`config.mk`:
```
export PLATFORM = sky130hd
export DESIGN_NAME = alpha_blend_rgba_opacity_top
export DESIGN_NICKNAME = d
export VERILOG_FILES = /design/src/design/abro_pkg.sv /design/src/design/abro_regs.sv /design/src/design/alpha_blend_rgba_opacity_top.sv
export VERILOG_INCLUDE_DIRS = /design/src /design/src/design
export SDC_FILE = /design/constraint.sdc
export NUM_CORES = 2
export LEC_CHECK = 0
export BUFFER_PORTS_ARGS = -buffer_cell sky130_fd_sc_hd__buf_2
export CORE_ASPECT_RATIO = 2
export CORE_MARGIN = 2
export CORE_UTILIZATION = 60
export CTS_CLUSTER_SIZE = 20
export DETAILED_ROUTE_END_ITERATION = 6
export PLACE_DENSITY = 0.79
export SYNTH_ARGS = -nofsm -noshare
export SYNTH_HDL_FRONTEND = slang
export SYNTH_SLANG_ARGS = --single-unit
export TNS_END_PERCENT = 1
```
`constraint.sdc`:
```
create_clock -name clk -period 6.9 [get_ports clk]
set_input_delay 1.38 -clock clk [delete_from_list [all_inputs] [get_ports clk]]
set_output_delay 1.38 -clock clk [all_outputs]
set_load 0.02 [all_outputs]
```
`src/design/alpha_blend_rgba_opacity_top_assert.svh`:
```
// Assertion macros for the alpha blend block.
// Used by alpha_blend_rgba_opacity_top; expects clk and rst_n in scope.
`ifndef ALPHA_BLEND_RGBA_OPACITY_TOP_ASSERT_SVH
`define ALPHA_BLEND_RGBA_OPACITY_TOP_ASSERT_SVH

// Same-cycle implication, checked out of reset.
`define ABRO_ASSERT_IMP(lbl, ante, cons, msg) \
  lbl: assert property (@(posedge clk) disable iff (!rst_n) (ante) |-> (cons)) \
    else $error(msg);

// Next-cycle implication, checked out of reset.
`define ABRO_ASSERT_NXT(lbl, ante, cons, msg) \
  lbl: assert property (@(posedge clk) disable iff (!rst_n) (ante) |=> (cons)) \
    else $error(msg);

`endif

```
`src/design/abro_pkg.sv`:
```
// Shared types, register map and the divide-by-255 helper for the alpha blend.
// No dependencies.
package abro_pkg;

  typedef struct packed {
    logic [31:0] dst_pixel;
    logic [31:0] overlay_pixel;
    logic [7:0]  mask_value;
    logic        row_end;
    logic        frame_end;
  } abro_in_t;

  typedef struct packed {
    logic [31:0] blended_pixel;
    logic        row_end_out;
    logic        frame_end_out;
  } abro_out_t;

  typedef struct packed {
    logic [7:0] opacity;
    logic       alpha_from_mask;
  } abro_cfg_t;

  localparam int unsigned AddrW = 3;
  // register index is address bit 2
  localparam logic RegOpacity       = 1'b0;
  localparam logic RegAlphaFromMask = 1'b1;

  localparam logic [7:0]  OpacityReset = 8'd255;
  localparam logic [7:0]  ChanMax      = 8'd255;
  localparam logic [15:0] RoundBias    = 16'd127;

  // floor(x/255) for x below 65280 (quotient fits 8 bits, 16-bit sum does not wrap):
  // (x + 1 + x/256) / 256
  function automatic logic [7:0] div255(input logic [15:0] x);
    logic [15:0] t;
    t = x + 16'd1 + {8'd0, x[15:8]};
    return t[15:8];
  endfunction

endpackage

```
`src/design/abro_regs.sv`:
```
// APB-style configuration registers: opacity and alpha source select.
// Depends on abro_pkg.
module abro_regs import abro_pkg::*; (
  input  logic             clk,
  input  logic             rst_n,
  input  logic             psel,
  input  logic             penable,
  input  logic             pwrite,
  input  logic [AddrW-1:0] paddr,
  input  logic [31:0]      pwdata,
  output logic [31:0]      prdata,
  output logic             pready,
  output abro_cfg_t        cfg
);

  logic [7:0] opacity_r, opacity_nxt;
  logic       from_mask_r, from_mask_nxt;
  logic       wr_en;

  assign pready = 1'b1;
  assign wr_en  = psel && penable && pwrite;

  always_comb begin
    opacity_nxt   = opacity_r;
    from_mask_nxt = from_mask_r;
    if (wr_en) begin
      unique case (paddr[2])
        RegOpacity:       opacity_nxt   = pwdata[7:0];
        RegAlphaFromMask: from_mask_nxt = pwdata[0];
        default:          opacity_nxt   = opacity_r;
      endcase
    end
  end

  always_ff @(posedge clk) begin
    if (!rst_n) begin
      opacity_r   <= OpacityReset;
      from_mask_r <= 1'b0;
    end else begin
      opacity_r   <= opacity_nxt;
      from_mask_r <= from_mask_nxt;
    end
  end

  always_comb begin
    unique case (paddr[2])
      RegOpacity:       prdata = {24'd0, opacity_r};
      RegAlphaFromMask: prdata = {31'd0, from_mask_r};
      default:          prdata = 32'd0;
    endcase
  end

  assign cfg.opacity         = opacity_r;
  assign cfg.alpha_from_mask = from_mask_r;

endmodule

```
`src/design/alpha_blend_rgba_opacity_top.sv`:
```
// Alpha blend of a BGRA overlay pixel onto a destination pixel, with global opacity.
// Depends on abro_pkg, abro_regs and alpha_blend_rgba_opacity_top_assert.svh.
//
// Usage:
//   Input channel (in_valid/in_ready/in_data) carries destination pixel, overlay
//   pixel, mask byte and row/frame end flags. Output channel (out_valid/out_ready/
//   out_data) returns one blended pixel per input, in order, flags passed along.
//   The APB-style port writes opacity (0x0) and alpha source select (0x4);
//   write only while no pixel is in flight.
// Timing:
//   Four register stages: alpha*opacity, effective alpha (divide by 255),
//   per-channel weighted sums (two 8x8 multiplies per lane), final divide.
//   One pixel per cycle sustained while the receiver holds out_ready high;
//   the multiply stages set the stage depth.
// Reset and stall:
//   Reset empties the pipeline and loads opacity 255, alpha from overlay byte 3.
//   When the receiver stalls, the output stage holds; earlier stages keep
//   filling bubbles, and in_ready drops only once every stage is occupied.
module alpha_blend_rgba_opacity_top import abro_pkg::*; (
  input  logic             clk,
  input  logic             rst_n,
  input  logic             in_valid,
  output logic             in_ready,
  input  abro_in_t         in_data,
  output logic             out_valid,
  input  logic             out_ready,
  output abro_out_t        out_data,
  input  logic             psel,
  input  logic             penable,
  input  logic             pwrite,
  input  logic [AddrW-1:0] paddr,
  input  logic [31:0]      pwdata,
  output logic [31:0]      prdata,
  output logic             pready
);

  abro_cfg_t cfg;

  abro_regs u_regs (
    .clk     (clk),
    .rst_n   (rst_n),
    .psel    (psel),
    .penable (penable),
    .pwrite  (pwrite),
    .paddr   (paddr),
    .pwdata  (pwdata),
    .prdata  (prdata),
    .pready  (pready),
    .cfg     (cfg)
  );

  // stage valids and advance enables
  logic v1_r, v2_r, v3_r, v4_r;
  logic en1, en2, en3, en4;

  assign en4      = !v4_r || out_ready;
  assign en3      = !v3_r || en4;
  assign en2      = !v2_r || en3;
  assign en1      = !v1_r || en2;
  assign in_ready = en1;

  always_ff @(posedge clk) begin
    if (!rst_n) begin
      v1_r <= 1'b0;
      v2_r <= 1'b0;
      v3_r <= 1'b0;
      v4_r <= 1'b0;
    end else begin
      if (en1) v1_r <= in_valid;
      if (en2) v2_r <= v1_r;
      if (en3) v3_r <= v2_r;
      if (en4) v4_r <= v3_r;
    end
  end

  // stage 1: alpha * opacity + bias
  logic [7:0]  alpha_sel;
  logic [15:0] s1_prod_nxt;
  logic [15:0] s1_prod_r;
  logic [31:0] s1_dst_r, s1_ovr_r;
  logic        s1_row_r, s1_frame_r;

  assign alpha_sel   = cfg.alpha_from_mask ? in_data.mask_value : in_data.overlay_pixel[31:24];
  assign s1_prod_nxt = alpha_sel * cfg.opacity + RoundBias;

  always_ff @(posedge clk) begin
    if (en1) begin
      s1_prod_r  <= s1_prod_nxt;
      s1_dst_r   <= in_data.dst_pixel;
      s1_ovr_r   <= in_data.overlay_pixel;
      s1_row_r   <= in_data.row_end;
      s1_frame_r <= in_data.frame_end;
    end
  end

  // stage 2: effective alpha and its complement
  logic [7:0]  s2_aeff_r, s2_inv_r;
  logic [31:0] s2_dst_r, s2_ovr_r;
  logic        s2_row_r, s2_frame_r;
  logic [7:0]  aeff_nxt;

  assign aeff_nxt = div255(s1_prod_r);

  always_ff @(posedge clk) begin
    if (en2) begin
      s2_aeff_r  <= aeff_nxt;
      s2_inv_r   <= ChanMax - aeff_nxt;
      s2_dst_r   <= s1_dst_r;
      s2_ovr_r   <= s1_ovr_r;
      s2_row_r   <= s1_row_r;
      s2_frame_r <= s1_frame_r;
    end
  end

  // stage 3: per-lane dst*inv + ovr*aeff + bias, stage 4: divide by 255
  logic [3:0][15:0] s3_sum_nxt, s3_sum_r;
  logic [3:0][7:0]  s4_chan_nxt;
  logic             s3_row_r, s3_frame_r;
  abro_out_t        s4_out_r;

  for (genvar ch = 0; ch < 4; ch++) begin : g_lane
    logic [15:0] dprod, oprod;
    assign dprod = s2_dst_r[8*ch +: 8] * s2_inv_r;
    assign oprod = s2_ovr_r[8*ch +: 8] * s2_aeff_r;
    // max 255*255 + 127, fits 16 bits
    assign s3_sum_nxt[ch]  = dprod + oprod + RoundBias;
    assign s4_chan_nxt[ch] = div255(s3_sum_r[ch]);
  end

  always_ff @(posedge clk) begin
    if (en3) begin
      s3_sum_r   <= s3_sum_nxt;
      s3_row_r   <= s2_row_r;
      s3_frame_r <= s2_frame_r;
    end
  end

  always_ff @(posedge clk) begin
    if (en4) begin
      s4_out_r.blended_pixel <= s4_chan_nxt;
      s4_out_r.row_end_out   <= s3_row_r;
      s4_out_r.frame_end_out <= s3_frame_r;
    end
  end

  assign out_valid = v4_r;
  assign out_data  = s4_out_r;

`include "alpha_blend_rgba_opacity_top_assert.svh"

  `ABRO_ASSERT_NXT(a_in_lands, in_valid && in_ready, v1_r, "accepted transfer not in stage 1")
  `ABRO_ASSERT_IMP(a_full_stall, v1_r && v2_r && v3_r && v4_r && !out_ready, !in_ready,
                   "input accepted while pipeline full and stalled")
  `ABRO_ASSERT_NXT(a_out_hold, v4_r && !out_ready, v4_r && $stable(s4_out_r),
                   "stalled output stage changed")

endmodule

```
==> run_results.csv <==
group,metric,value,unit
outcome,outcome,"complete, but fails checks",
outcome,violations,"DRC",
finish,nets,3831,
worst_hold_path,min_from,"s1_dst_r[16]",
drt,dr.pass1.iters,7,
placed_design,placed_cell_area,0.0315,mm2
finish,diodes,0,
placed_design,gp_congestion,0.869,
sta,final-max-slew-violation-count,0,
sta,period_minus_slack,6.29,ns
worst_setup_path,worst_path_largest_cell_delay,0.96,ns
worst_setup_path,rr_worst_depth,16,
worst_setup_path,r2r_end,"s3_sum_r[62]",
clock_network,insertion_delay,0.58,ns
synthesis,syn_area_per_cell,10.6,um2
grt,grt_max_degree,83,
worst_setup_path,worst_path_dominant_cell_family,"adder cells",
finish,synthToLayoutAreaGrowth,7.28,%
worst_setup_path,reg2reg_from,"s2_inv_r[3]",
sta,slew-limit-headroom,30.4,%
grt,grt_pass1_wl,104,mm
clock_network,cts_tree,"built",
finish,drive_gt1_share,7.47,%
sta,fin_setup_tns,0,ns
clock_network,clkSinkCount,277,
sta,max_freq,0.159,GHz
clock_network,root_buffer,"clkbuf_16",
drt,drt-initial-drc-count,1005,
worst_setup_path,crit_slowest_cell,"edfxtp_1",
finish,final_cell_mix,"inv_1 (605), fa_1 (454), nand2_1 (335)",
worst_setup_path,cp.arrival,6.64,ns
sta,setup_viol,0,
drt,vias,20100,
floorplan,start_util,60.5,%
sta,tightest_slew,1.04,ns
worst_hold_path,min_to,"s2_dst_r[16]",
worst_setup_path,critPathMostFrequentCell,"fa_1",
clock_network,path_clk_slew,0.07,ns
floorplan,core-area,0.0499,mm2
floorplan,die_area,0.0523,mm2
synthesis,synth_ff_type,"edfxtp_1",
worst_setup_path,worst-path-max-fanout,17,
worst_setup_path,critPathKind,"reg2reg",
grt,groute.usage.overall,25.1,%
finish,final_common_cell,"inv_1",
sta,hold_slack,0.406,ns
clock_network,ctsHoldBuffers,0,
floorplan,io_pins,185,
grt,antenna_found_initial,0,
drt,drc_errors,7,
grt,gr-total-overflow,0,
finish,final-seq-area,0.00819,mm2
synthesis,ys_ff_latch,277,
worst_setup_path,startpoint_type,"flop",
sta,post-route-period-util,91.2,%
worst_hold_path,holdPathStages,0,
floorplan,die_w,163,um
drt,ant_nets,0,
synthesis,netlist_area,0.0302,mm2
synthesis,synth_top_area_share,30.1,%
worst_setup_path,crit_chain,"buf_4 -> nand2_1 -> fa_1 -> fa_1 -> inv_1 -> fa_1 -> fa_1 -> fa_1 -> inv_1 -> fa_1 -> inv_1 -> ha_1 -> o21ai_0 -> a21oi_1 -> a41o_1 -> o311ai_0",
sta,finalHoldViolations,0,
run,drv_cap,0,
worst_setup_path,r2r_slack,0.61,ns
clock_network,numCtsBuffers,26,
synthesis,synth.distinct_cells,66,
worst_setup_path,endpoint_kind,"flop",
grt,grt_pass1_vias,22300,
synthesis,yosysSeqAreaShare,27.1,%
synthesis,synth_area_leaders,"fa_1 (30%), edfxtp_1 (26%), ha_1 (12%)",
clock_network,clk_path_buf_depth,3,
synthesis,syn_inst,2851,
drt,viasPerCell,5.52,
worst_setup_path,cp.required,7.25,ns
clock_network,ctsHtreeMaxLevel,1,
floorplan,dieHeight,321,um
synthesis,async_flop_share,0,%
placed_design,dp_hpwl,51.2,mm
clock_network,post_cts_buffers,0,
synthesis,synth_top_area_cell,"fa_1",
finish,fin_area,0.0324,mm2
drt,wl_per_cell,17.1,um
worst_hold_path,min_path_type,"reg2reg",
placed_design,port_buffers,133,
finish,n_fill_cell,3881,
sta,rsz0062_at_grt,"false",
finish,multi_input_comb_area,0.0194,mm2
synthesis,synth_warnings,0,
drt,routed_wirelength,62.3,mm
synthesis,synth_edf_count,264,
worst_setup_path,crit_buf_inv,4,
sta,final.setup_skew,0.0180,ns
clock_network,cts_resized,0,
floorplan,rows,116,
## final cells by class
| type | instances | area share, % |
|---|---|---|
| clock buffers | 39 | 2.48 |
| clock inverters | 9 | 0.289 |
| inverters | 607 | 7.03 |
| multi-input cells | 1895 | 59.8 |
| flip-flops and latches | 277 | 25.2 |
| well taps | 649 | 2.50 |
| repair buffers | 157 | 2.61 |
## cell usage after synthesis (3+ instances only)
| cell | instances |
|---|---|
| nand3_1 | 30 |
| a21o_1 | 19 |
| and3_1 | 18 |
| and4_1 | 3 |
| a21oi_1 | 49 |
| a22oi_1 | 3 |
| clkbuf_1 | 67 |
| inv_1 | 607 |
| o21ai_0 | 46 |
| edfxtp_1 | 264 |
| nor2_1 | 36 |
| xor2_1 | 28 |
| o211ai_1 | 9 |
| nor4_1 | 4 |
| fa_1 | 454 |
| a211oi_1 | 14 |
| o21a_1 | 14 |
| nand2b_1 | 6 |
| mux2_2 | 9 |
| o21bai_1 | 6 |
| nand2_1 | 337 |
| nand4_1 | 13 |
| xnor2_1 | 83 |
| o2111ai_1 | 12 |
| and2_1 | 296 |
| nor3_1 | 17 |
| ha_1 | 297 |
| or3_1 | 4 |
| dfxtp_1 | 13 |
| or2_2 | 4 |
| nor2b_1 | 17 |
| buf_4 | 25 |
## cell families after synthesis
logic type / synth area share (%)
mux: 0.368
simple gates: 13.1
compound gates: 4.73
xor+xnor: 3.29
fa+ha+maj: 42.4
flops: 27.1
other cells: 0.0248
buf+inv: 9.04
## sequential cells by signal (all words and copies together) (netlist names)
signal,count
s3_sum_r,64
out_data,34
s1_dst_r,32
s1_ovr_r,32
s2_dst_r,32
s2_ovr_r,32
s1_prod_r,16
s2_aeff_r,8
s2_inv_r,8
u_regs.opacity_r,8
out_valid,1
s1_frame_r,1
s1_row_r,1
s2_frame_r,1
s2_row_r,1
s3_frame_r,1
s3_row_r,1
u_regs.from_mask_r,1
v1_r,1
v2_r,1
v3_r,1
## worst reg2reg max path: stages, from the launching register on
cell,delay (ns)
edfxtp_1,0.96
buf_4,0.39
nand2_1,0.11
fa_1,0.49
fa_1,0.57
inv_1,0.06
fa_1,0.48
fa_1,0.52
fa_1,0.49
inv_1,0.05
fa_1,0.47
inv_1,0.04
ha_1,0.35
o21ai_0,0.26
a21oi_1,0.13
a41o_1,0.29
o311ai_0,0.42
## metrics by stage
stage	instances	setup WS, ns	util (%)
after CTS	3633	0.695	65.0
after global placement	3585	0.865	63.2
final	3633	0.609	65.0
after global routing	3633	0.380	65.0
after detailed placement	3585	0.717	63.2
after floorplan	2874	1.37	-
## per-layer routing
metal,up-vias,routed length [um],global-route usage [%],share of wire (%)
li1,9101,-,-,-
met4,0,3920,14.4,6.3
met5,-,0,0,0
met1,9985,20800,26.1,33
met2,734,34200,47.6,55
met3,244,3300,2.95,5.3
## worst max-delay path by stage
stage / depth (start not counted) / to / slack, ns / start
6_report: 16 / s3_sum_r[62] / 0.61 / s2_inv_r[3]
3_5_place_dp: 16 / s3_sum_r[62] / 0.72 / s2_inv_r[3]
3_3_place_gp: 16 / s3_sum_r[29] / 0.87 / s2_aeff_r[1]
4_1_cts: 16 / s3_sum_r[62] / 0.70 / s2_inv_r[3]
2_1_floorplan: 17 / s3_sum_r[29] / 1.37 / s2_aeff_r[0]
5_1_grt: 16 / s3_sum_r[62] / 0.38 / s2_inv_r[2]
Power is not shown: default switching activity piles up to over one toggle a cycle in this logic, so the estimate is an artifact.
